File: src/firrs_pkg.sv
package firrs_pkg;

	// One input request
	typedef struct packed {
		logic signed [15:0] sample_in;
		logic               block_start;
	} smp_t;

	// One result request
	typedef struct packed {
		logic signed [15:0] sample_out;
		logic               last;
	} res_t;

	// Register indexes
	localparam logic [7:0] REG_MODE    = 8'd0;
	localparam logic [7:0] REG_FACTOR  = 8'd1;
	localparam logic [7:0] REG_TAP_SET = 8'd2;
	localparam logic [7:0] REG_GAIN    = 8'd3;

	// Mode codes
	localparam logic MODE_INTERP = 1'b0;
	localparam logic MODE_DECIM  = 1'b1;

	// Tap index width: longest table has 128 taps
	localparam int TAP_W = 7;

	localparam logic signed [15:0] C9 [0:8] = '{
		-16'sd431, 16'sd1780, -16'sd4076, 16'sd6400, 16'sd25374, 16'sd6400,
		-16'sd4076, 16'sd1780, -16'sd431
	};

	localparam logic signed [15:0] C15 [0:14] = '{
		16'sd159, 16'sd467, 16'sd32, -16'sd1768, -16'sd2511, 16'sd1767,
		16'sd9859, 16'sd14140, 16'sd9859, 16'sd1767, -16'sd2511, -16'sd1768,
		16'sd32, 16'sd467, 16'sd159
	};

	localparam logic signed [15:0] C31 [0:30] = '{
		16'sd20, 16'sd66, 16'sd132, 16'sd179, 16'sd137, -16'sd69, -16'sd457,
		-16'sd937, -16'sd1294, -16'sd1235, -16'sd514, 16'sd935, 16'sd2906,
		16'sd4943, 16'sd6481, 16'sd7053, 16'sd6481, 16'sd4943, 16'sd2906,
		16'sd935, -16'sd514, -16'sd1235, -16'sd1294, -16'sd937, -16'sd457,
		-16'sd69, 16'sd137, 16'sd179, 16'sd132, 16'sd66, 16'sd20
	};

	// First half of the symmetric 128-tap table
	localparam logic signed [15:0] C128H [0:63] = '{
		-16'sd13, -16'sd45, -16'sd95, -16'sd147, -16'sd167, -16'sd124,
		-16'sd13, 16'sd132, 16'sd245, 16'sd268, 16'sd190, 16'sd61, -16'sd36,
		-16'sd38, 16'sd47, 16'sd148, 16'sd178, 16'sd105, -16'sd19, -16'sd96,
		-16'sd62, 16'sd59, 16'sd165, 16'sd160, 16'sd36, -16'sd111, -16'sd156,
		-16'sd52, 16'sd124, 16'sd220, 16'sd143, -16'sd59, -16'sd221,
		-16'sd194, 16'sd16, 16'sd242, 16'sd283, 16'sd81, -16'sd212, -16'sd345,
		-16'sd180, 16'sd171, 16'sd414, 16'sd318, -16'sd76, -16'sd453,
		-16'sd469, -16'sd58, 16'sd471, 16'sd654, 16'sd266, -16'sd438,
		-16'sd868, -16'sd571, 16'sd336, 16'sd1148, 16'sd1075, -16'sd83,
		-16'sd1591, -16'sd2121, -16'sd628, 16'sd2824, 16'sd6888, 16'sd9620
	};

	// Index of the last tap of a table
	function automatic logic [TAP_W-1:0] tap_last(input logic [1:0] ts);
		logic [TAP_W-1:0] r;
		unique case (ts)
			2'd0: r = 7'd8;
			2'd1: r = 7'd14;
			2'd2: r = 7'd30;
			default: r = 7'd127;
		endcase
		return r;
	endfunction

	// Coefficient j of a table, zero past its end
	function automatic logic signed [15:0] coef_at(input logic [1:0] ts,
			input logic [TAP_W-1:0] j);
		logic signed [15:0] r;
		unique case (ts)
			2'd0: r = (j < 7'd9) ? C9[j[3:0]] : 16'sd0;
			2'd1: r = (j < 7'd15) ? C15[j[3:0]] : 16'sd0;
			2'd2: r = (j < 7'd31) ? C31[j[4:0]] : 16'sd0;
			default: r = j[6] ? C128H[~j[5:0]] : C128H[j[5:0]];
		endcase
		return r;
	endfunction

endpackage

File: src/fir_integer_resampler_top.sv
// Integer-factor FIR resampler.
// Input channel smp (smp_valid / smp_stall): one 16-bit sample with a block
// start flag per request. Result channel res (res_valid / res_stall): one
// filtered sample per request, last set on the final result of an input.
// Config channel cfg (cfg_valid / cfg_ready, always ready): index 0 mode,
// 1 factor, 2 tap_set, 3 gain; write only while no input is in flight.
// One signed 17x17 multiplier is shared: multiply-accumulate over the
// T taps of the table, then three gain partial products. In interpolate
// mode an input runs factor MAC passes, one per result; in decimate mode
// it runs one pass on phase zero and none on other phases. smp_stall is
// high while an input is being worked. The result register holds one
// result; a stalled receiver holds the sequencer before it loads the next
// result, and a new input is taken while the final result still waits.
// Reset clears the window through a fill count (unfilled taps read zero),
// the phase, the handshakes and the registers to mode 0, factor 2,
// tap_set 0, gain 256. No clearing pass is needed.
module fir_integer_resampler_top #(
	parameter int MAX_TAPS   = 128,
	parameter int MAX_FACTOR = 8
) (
	input  logic               clk,
	input  logic               arst_n,
	input  logic               smp_valid,
	output logic               smp_stall,
	input  firrs_pkg::smp_t    smp,
	output logic               res_valid,
	input  logic               res_stall,
	output firrs_pkg::res_t    res,
	input  logic               cfg_valid,
	output logic               cfg_ready,
	input  logic [7:0]         cfg_index,
	input  logic [15:0]        cfg_data
);

	localparam int AW  = $clog2(MAX_TAPS);
	localparam int FLW = $clog2(MAX_TAPS + 1);
	localparam int LW  = (FLW > firrs_pkg::TAP_W) ? FLW : firrs_pkg::TAP_W;
	localparam int FW  = $clog2(MAX_FACTOR + 1);
	localparam int PW  = $clog2(MAX_FACTOR);
	localparam int CW  = (FW > 4) ? FW : 4;

	typedef enum logic [6:0] {
		ST_IDLE   = 7'b0000001,
		ST_PUSH   = 7'b0000010,
		ST_MAC    = 7'b0000100,
		ST_DRAIN  = 7'b0001000,
		ST_SCALE  = 7'b0010000,
		ST_SDRAIN = 7'b0100000,
		ST_OUT    = 7'b1000000
	} state_t;

	state_t state_q;

	logic        mode_q;
	logic [3:0]  factor_q;
	logic [1:0]  tap_set_q;
	logic [15:0] gain_q;

	logic [AW-1:0]  head_q, head_next, raddr_q;
	logic [FLW-1:0] fill_q;
	logic [PW-1:0]  phase_q, rem_q;
	logic [firrs_pkg::TAP_W-1:0] cnt_q, tlast;
	logic [1:0]     k_q;

	logic signed [15:0] win_mem [MAX_TAPS];
	logic               wr_en;
	logic signed [15:0] wr_data;

	logic               mac_s1, sc_s1, live_s1, mac_s2, sc_s2;
	logic signed [15:0] rd_s1, coef_s1;
	logic [15:0]        chunk_s1;
	logic signed [16:0] mul_a, mul_b;
	logic signed [33:0] prod_s2;

	logic signed [39:0] acc_q;
	logic [39:0]        mag_q;
	logic               neg_q;
	logic [55:0]        p_q;

	logic        smp_acc, res_load, produce;
	logic [CW-1:0] fac_w;
	logic [FW-1:0] fe;
	logic [PW-1:0] ph;
	logic [PW:0]   ph_inc;
	logic [32:0]   qv;
	logic signed [15:0] sat;

	assign cfg_ready = 1'b1;
	assign smp_stall = (state_q != ST_IDLE);
	assign smp_acc   = smp_valid && !smp_stall;
	assign res_load  = (state_q == ST_OUT) && (!res_valid || !res_stall);
	assign tlast     = firrs_pkg::tap_last(tap_set_q);

	// Effective factor: zero acts as one, clamp at the maximum
	always_comb begin
		fac_w = CW'(factor_q);
		priority if (fac_w == '0) fe = FW'(1);
		else if (fac_w > CW'(MAX_FACTOR)) fe = FW'(MAX_FACTOR);
		else fe = FW'(fac_w);
	end

	// Decimation phase for the incoming sample
	assign ph      = smp.block_start ? '0 : phase_q;
	assign ph_inc  = (PW + 1)'(ph) + (PW + 1)'(1);
	assign produce = (mode_q == firrs_pkg::MODE_INTERP) || (ph == '0);

	assign head_next = (head_q == AW'(MAX_TAPS - 1)) ? '0 : head_q + AW'(1);

	// Window write: new sample on accept, zero stuffing between results
	assign wr_en   = smp_acc || (state_q == ST_PUSH);
	assign wr_data = (state_q == ST_PUSH) ? 16'sd0 : smp.sample_in;

	// Config registers
	always_ff @(posedge clk or negedge arst_n) begin
		if (!arst_n) begin
			mode_q    <= firrs_pkg::MODE_INTERP;
			factor_q  <= 4'd2;
			tap_set_q <= 2'd0;
			gain_q    <= 16'd256;
		end else if (cfg_valid && cfg_ready) begin
			unique case (cfg_index)
				firrs_pkg::REG_MODE:    mode_q    <= cfg_data[0];
				firrs_pkg::REG_FACTOR:  factor_q  <= cfg_data[3:0];
				firrs_pkg::REG_TAP_SET: tap_set_q <= cfg_data[1:0];
				firrs_pkg::REG_GAIN:    gain_q    <= cfg_data;
				default: ;
			endcase
		end
	end

	// Window memory, registered read
	always_ff @(posedge clk) begin
		if (wr_en) win_mem[head_next] <= wr_data;
		rd_s1 <= win_mem[raddr_q];
	end

	// Shared multiplier operands; unfilled taps feed a zero sample
	always_comb begin
		if (sc_s1) begin
			mul_a = {1'b0, chunk_s1};
			mul_b = {1'b0, gain_q};
		end else begin
			mul_a = live_s1 ? {rd_s1[15], rd_s1} : 17'sd0;
			mul_b = {coef_s1[15], coef_s1};
		end
	end

	// Operand and product stages
	always_ff @(posedge clk or negedge arst_n) begin
		if (!arst_n) begin
			mac_s1 <= 1'b0;
			sc_s1  <= 1'b0;
			mac_s2 <= 1'b0;
			sc_s2  <= 1'b0;
		end else begin
			mac_s1 <= (state_q == ST_MAC);
			sc_s1  <= (state_q == ST_SCALE);
			mac_s2 <= mac_s1;
			sc_s2  <= sc_s1;
		end
	end

	always_ff @(posedge clk) begin
		coef_s1 <= firrs_pkg::coef_at(tap_set_q, tlast - cnt_q);
		live_s1 <= LW'(cnt_q) < LW'(fill_q);
		unique case (k_q)
			2'd2:    chunk_s1 <= {8'd0, mag_q[39:32]};
			2'd1:    chunk_s1 <= mag_q[31:16];
			default: chunk_s1 <= mag_q[15:0];
		endcase
		prod_s2 <= mul_a * mul_b;
	end

	// Saturated result from the scaled magnitude
	always_comb begin
		qv = p_q[55:23];
		if (neg_q) sat = (qv > 33'd32768) ? -16'sd32768 : 16'(~qv + 33'd1);
		else       sat = (qv > 33'd32767) ? 16'sd32767 : 16'(qv);
	end

	// Sequencer
	always_ff @(posedge clk or negedge arst_n) begin
		if (!arst_n) begin
			state_q <= ST_IDLE;
			head_q  <= '0;
			fill_q  <= '0;
			phase_q <= '0;
			rem_q   <= '0;
			cnt_q   <= '0;
			k_q     <= '0;
			raddr_q <= '0;
		end else begin
			if (wr_en) begin
				head_q  <= head_next;
				raddr_q <= head_next;
				cnt_q   <= '0;
				if (fill_q != FLW'(MAX_TAPS)) fill_q <= fill_q + FLW'(1);
			end
			unique case (state_q)
				ST_IDLE: begin
					if (smp_acc) begin
						rem_q <= (mode_q == firrs_pkg::MODE_INTERP) ?
							PW'(fe - FW'(1)) : '0;
						if (mode_q == firrs_pkg::MODE_DECIM)
							phase_q <= (ph_inc >= (PW + 1)'(fe)) ? '0 : PW'(ph_inc);
						else
							phase_q <= ph;
						if (produce) state_q <= ST_MAC;
					end
				end
				ST_PUSH: state_q <= ST_MAC;
				ST_MAC: begin
					cnt_q   <= cnt_q + 1'b1;
					raddr_q <= (raddr_q == '0) ? AW'(MAX_TAPS - 1) : raddr_q - AW'(1);
					if (cnt_q == tlast) state_q <= ST_DRAIN;
				end
				ST_DRAIN: begin
					if (!mac_s1 && !mac_s2) begin
						k_q     <= 2'd2;
						state_q <= ST_SCALE;
					end
				end
				ST_SCALE: begin
					k_q <= k_q - 2'd1;
					if (k_q == 2'd0) state_q <= ST_SDRAIN;
				end
				ST_SDRAIN: begin
					if (!sc_s1 && !sc_s2) state_q <= ST_OUT;
				end
				ST_OUT: begin
					if (res_load) begin
						if (rem_q == '0) begin
							state_q <= ST_IDLE;
						end else begin
							rem_q   <= rem_q - PW'(1);
							state_q <= ST_PUSH;
						end
					end
				end
				default: state_q <= ST_IDLE;
			endcase
		end
	end

	// Accumulate filter sum, then gain partial products (high chunk first)
	always_ff @(posedge clk) begin
		if (wr_en) acc_q <= '0;
		else if (mac_s2) acc_q <= acc_q + 40'(prod_s2);
		if (state_q == ST_DRAIN) begin
			neg_q <= acc_q[39];
			mag_q <= acc_q[39] ? 40'(-acc_q) : 40'(acc_q);
			p_q   <= '0;
		end else if (sc_s2) begin
			p_q <= {p_q[39:0], 16'd0} + 56'(prod_s2[31:0]);
		end
	end

	// Result register
	always_ff @(posedge clk or negedge arst_n) begin
		if (!arst_n) res_valid <= 1'b0;
		else if (res_load) res_valid <= 1'b1;
		else if (!res_stall) res_valid <= 1'b0;
	end

	always_ff @(posedge clk) begin
		if (res_load) begin
			res.sample_out <= sat;
			res.last       <= (rem_q == '0);
		end
	end

	// Checks
	a_rose_from_out: assert property (@(posedge clk) disable iff (!arst_n)
		$rose(res_valid) |-> $past(state_q == ST_OUT))
		else $error("result shown without an output step");

	a_fill_bound: assert property (@(posedge clk) disable iff (!arst_n)
		fill_q <= FLW'(MAX_TAPS))
		else $error("fill count past window depth");

	a_scale_clean: assert property (@(posedge clk) disable iff (!arst_n)
		(state_q == ST_SCALE) |-> !mac_s1 && !mac_s2)
		else $error("gain pass overlaps filter sum");

	a_last_idle: assert property (@(posedge clk) disable iff (!arst_n)
		(res_load && rem_q == '0) |=> state_q == ST_IDLE && res.last)
		else $error("final result did not release the input");

	a_phase_bound: assert property (@(posedge clk) disable iff (!arst_n)
		(PW + 1)'(phase_q) < (PW + 1)'(MAX_FACTOR))
		else $error("phase beyond maximum factor");

endmodule

File: config.mk
export PLATFORM = sky130hd
export DESIGN_NAME = fir_integer_resampler_top
export DESIGN_NICKNAME = d
export VERILOG_FILES = /design/src/firrs_pkg.sv /design/src/fir_integer_resampler_top.sv
export SDC_FILE = /design/constraint.sdc
export NUM_CORES = 2
export LEC_CHECK = 0
export BUFFER_PORTS_ARGS = -buffer_cell sky130_fd_sc_hd__buf_4
export CAP_MARGIN = 40
export CORE_MARGIN = 2
export CORE_UTILIZATION = 53
export DETAILED_ROUTE_END_ITERATION = 8
export GPL_TIMING_DRIVEN = 0
export HOLD_SLACK_MARGIN = 0.03
export PLACE_DENSITY = 0.69
export SLEW_MARGIN = 15
export SYNTH_ARGS = -nofsm -noshare
export SYNTH_HDL_FRONTEND = slang
export SYNTH_SLANG_ARGS = --single-unit
File: constraint.sdc
create_clock -name clk -period 6.9 [get_ports clk]
set_clock_uncertainty 0.05 [all_clocks]
set_input_delay 0.69 -clock clk [delete_from_list [all_inputs] [get_ports clk]]
set_output_delay 0.69 -clock clk [all_outputs]
set_load 0.05 [all_outputs]
==> impl_metrics.py <==
metrics = {
    "placed_design": {
        "place_ws_ns": -1.769,
        "gp_congestion": 0.9749,
        "io_buffers": 64,
        "hpwlAfterDp_um": 258200,
    },
    "die": {
        "die_y_um": 456.6,
        "rows": 166,
        "core_area_mm2": 0.2042,
        "die_w_um": 456.6,
        "ioPinCount": 66,
        "start_util": 0.5317,
        "die_area_mm2": 0.2085,
    },
    "setup_path": {
        "end_kind": "register",
        "startpoint_type": "register",
        "arrival_ns": 7.64,
        "cp.depth": 26,
        "cpMaxStageDelayCell": "fa_1",
        "critPathBufInv": 8,
        "cpPeakStageDelay_ns": 0.55,
        "crit_required_ns": 7.60,
        "rr_worst_depth": 26,
        "cp_max_fo": 7,
        "crit_family": "adder cells",
        "crit_type": "register to register",
        "cp_common_cell": "fa_1",
    },
    "timing": {
        "hold_slack_ns": 0.07246,
        "hold_violations": 0,
        "slew_violations": 0,
        "timing.final.crit_share": 1.006,
        "slew_headroom": 0.3521,
        "rsz0062_at_grt": "yes",
        "fin_ws_ns": -0.04154,
        "tightest_slew_ns": 0.9718,
        "finalSetupViolations": 3,
        "min_period_ns": 6.942,
        "fin_setup_tns_ns": -0.06573,
        "max_freq_mhz": 144.1,
    },
    "yosys": {
        "ys_seq_area_frac": 0.6321,
        "synth-edff-count": 2106,
        "synth_cell_types": 92,
        "synth_area_leaders": "edfxtp_1 (58%), mux4_2 (13%), fa_1 (5.5%), dfxtp_1 (3.3%), ha_1 (2.2%)",
        "synth_area_mm2": 0.1086,
        "syn_inst": 6726,
        "synth_nets": 7259,
        "async_flop_share": 0.03055,
        "ys_top_cells_by_count": "edfxtp_1 (2106), mux4_2 (628), nor2_1 (502)",
        "yosysMostFrequentCell": "edfxtp_1",
        "synth_ff_type": "edfxtp_1",
        "postSynthAreaPerCell_um2": 16.14,
        "ys_ff_latch": 2357,
        "ys_warn_count": 0,
        "synth_top_cell_area_share": 0.5825,
        "yosysTopAreaCell": "edfxtp_1",
    },
    "finish": {
        "fin_nets": 7839,
        "area_growth_pct": 16.45,
        "finalCoreUtilization": 0.6192,
        "drive_above_1_share": 0.2419,
    },
    "cts": {
        "root_buffer": "clkbuf_16",
        "cts_sinks": 2357,
        "cts-buffers-inserted": 229,
        "htreeDepth": 4,
        "cts_buffer_depth": 3,
        "clkLatencyLatePin_ns": 0.91,
        "cts_tree": "done",
        "path_clk_slew_ns": 0.06,
    },
    "detailed_routing": {
        "dr.first_iter.drc_count": 10190,
        "vias_per_cell": 6.714,
        "vias": 68470,
        "dr.pass1.iters": 7,
        "wl_um": 372500,
        "drc_errors": 0,
        "postRouteAntennaNets": 0,
        "drt-wirelength-per-cell_um": 36.53,
    },
    "global_routing": {
        "overflow": 0,
        "grt_pass1_wl_um": 515600,
        "grt_max_degree": 93,
        "antenna_found_initial": 14,
        "grt_pass1_vias": 67280,
        "grt_usage": 0.3557,
    },
    "min_path": {
        "min_path_cells": 2,
        "min_path_type": "input port to register",
    },
    "run_status": {
        "status": "complete, but fails checks",
        "violations": "negative setup slack",
    },
    "run": {
        "cap_violations": 0,
    },
}
## metal layers
metal,vias to the layer above,wire (um),part of all wire,global-route usage
li1,27150,-,-,-
met1,35140,129300,0.35,0.4454
met2,4952,172600,0.46,0.5537
met3,1219,41140,0.11,0.09287
met4,12,29330,0.079,0.2282
met5,-,84,0.00023,0.001378
## stage by stage
| step | instance area [um2] | cells |
|---|---|---|
| finish | 126400 | 10200 |
| global placement | 112400 | 9478 |
| detailed placement | 116600 | 9661 |
| floorplan | 108600 | 6726 |
| global route | 126400 | 10190 |
| CTS | 125500 | 10140 |
## layout make-up
class,instances,area (um2)
sequential,2357,68630
tap,2688,3363
fill,14400,77740
clock buffer,273,5967
buffer,349,1685
inverter,385,1450
antenna,7,17.52
multi-input combinational,3627,38780
clock inverter,155,1740
timing repair buffer,357,4790
## cell usage in the layout (no fill, tap or decap), drive strengths merged, types with 46 or more instances in the layout
cell | synthesis | final
mux2i | 121 | 121
inv | 381 | 390
nor3 | 67 | 67
nand2 | 389 | 389
ha | 188 | 188
dfrtp | 69 | 69
clkbuf | 258 | 512
clkinv | 4 | 113
a21o | 50 | 50
a21oi | 236 | 236
o21ai | 207 | 207
fa | 299 | 299
edfxtp | 2106 | 2106
nor2 | 502 | 502
xnor2 | 119 | 119
buf | 100 | 460
dfxtp | 179 | 179
nand3 | 85 | 85
mux4 | 628 | 628
a211oi | 46 | 46
## final timing paths
kind,from,end,slack [ns]
setup / recovery,sc_s1,prod_s2[31],-0.04
hold / removal,cfg_data[4],gain_q[4],0.07
setup reg to reg,sc_s1,prod_s2[31],-0.04
hold reg to reg,mac_s1,mac_s2,0.34
max in group asynchronous,arst_n,gain_q[8],5.82
min in group asynchronous,arst_n,phase_q[2],0.22
## cell families after synthesis
kind of cell / synth area share
muxes: 0.1458
adders and majority gates: 0.07680
and+or+nand+nor: 0.05488
xor gates and xnor gates: 0.01194
AOI/OAI and AO/OA: 0.05240
buffers and inverters: 0.02600
DFF: 0.6321
other: 0.00003454
## sequential cells by signal, indices dropped and copies added, names as in the netlist, 3 cells and up
register	count
fac_w	4
head_q	7
res	17
phase_q	3
cnt_q	7
gain_q	16
mag_q	40
acc_q	40
rem_q	3
win_mem	2048
chunk_s1	16
prod_s2	34
fill_q	8
state_q	7
rd_s1	16
coef_s1	16
raddr_q	7
p_q	56
## repair_timing
item                                   CTS  global route
hold buffers                             6             0
cloned                                   2             0
pin swaps                               36            40
setup endpoints to repair               36            22
endpoints found under the hold margin   29             0
gates resized for setup                172           100
setup buffers                           56            32
## worst reg2reg max path: stages (launching register included)
cell and delay (ns):
dfrtp_2 0.51, buf_6 0.19, buf_12 0.15, clkbuf_16 0.18
a22oi_2 0.21, buf_6 0.16, nor2_2 0.05, fa_1 0.55
inv_2 0.04, fa_1 0.52, fa_1 0.52, inv_2 0.05
fa_2 0.46, fa_1 0.51, inv_2 0.05, fa_1 0.55
inv_2 0.07, ha_4 0.24, a21o_1 0.18, a31o_2 0.21
a221o_1 0.39, o21ai_4 0.26, o21ai_4 0.10, a21oi_4 0.24
o31ai_4 0.09, mux2i_1 0.19, o2111ai_1 0.13
Power is not shown: default switching activity piles up to over one toggle a cycle in this logic, so the estimate is an artifact.
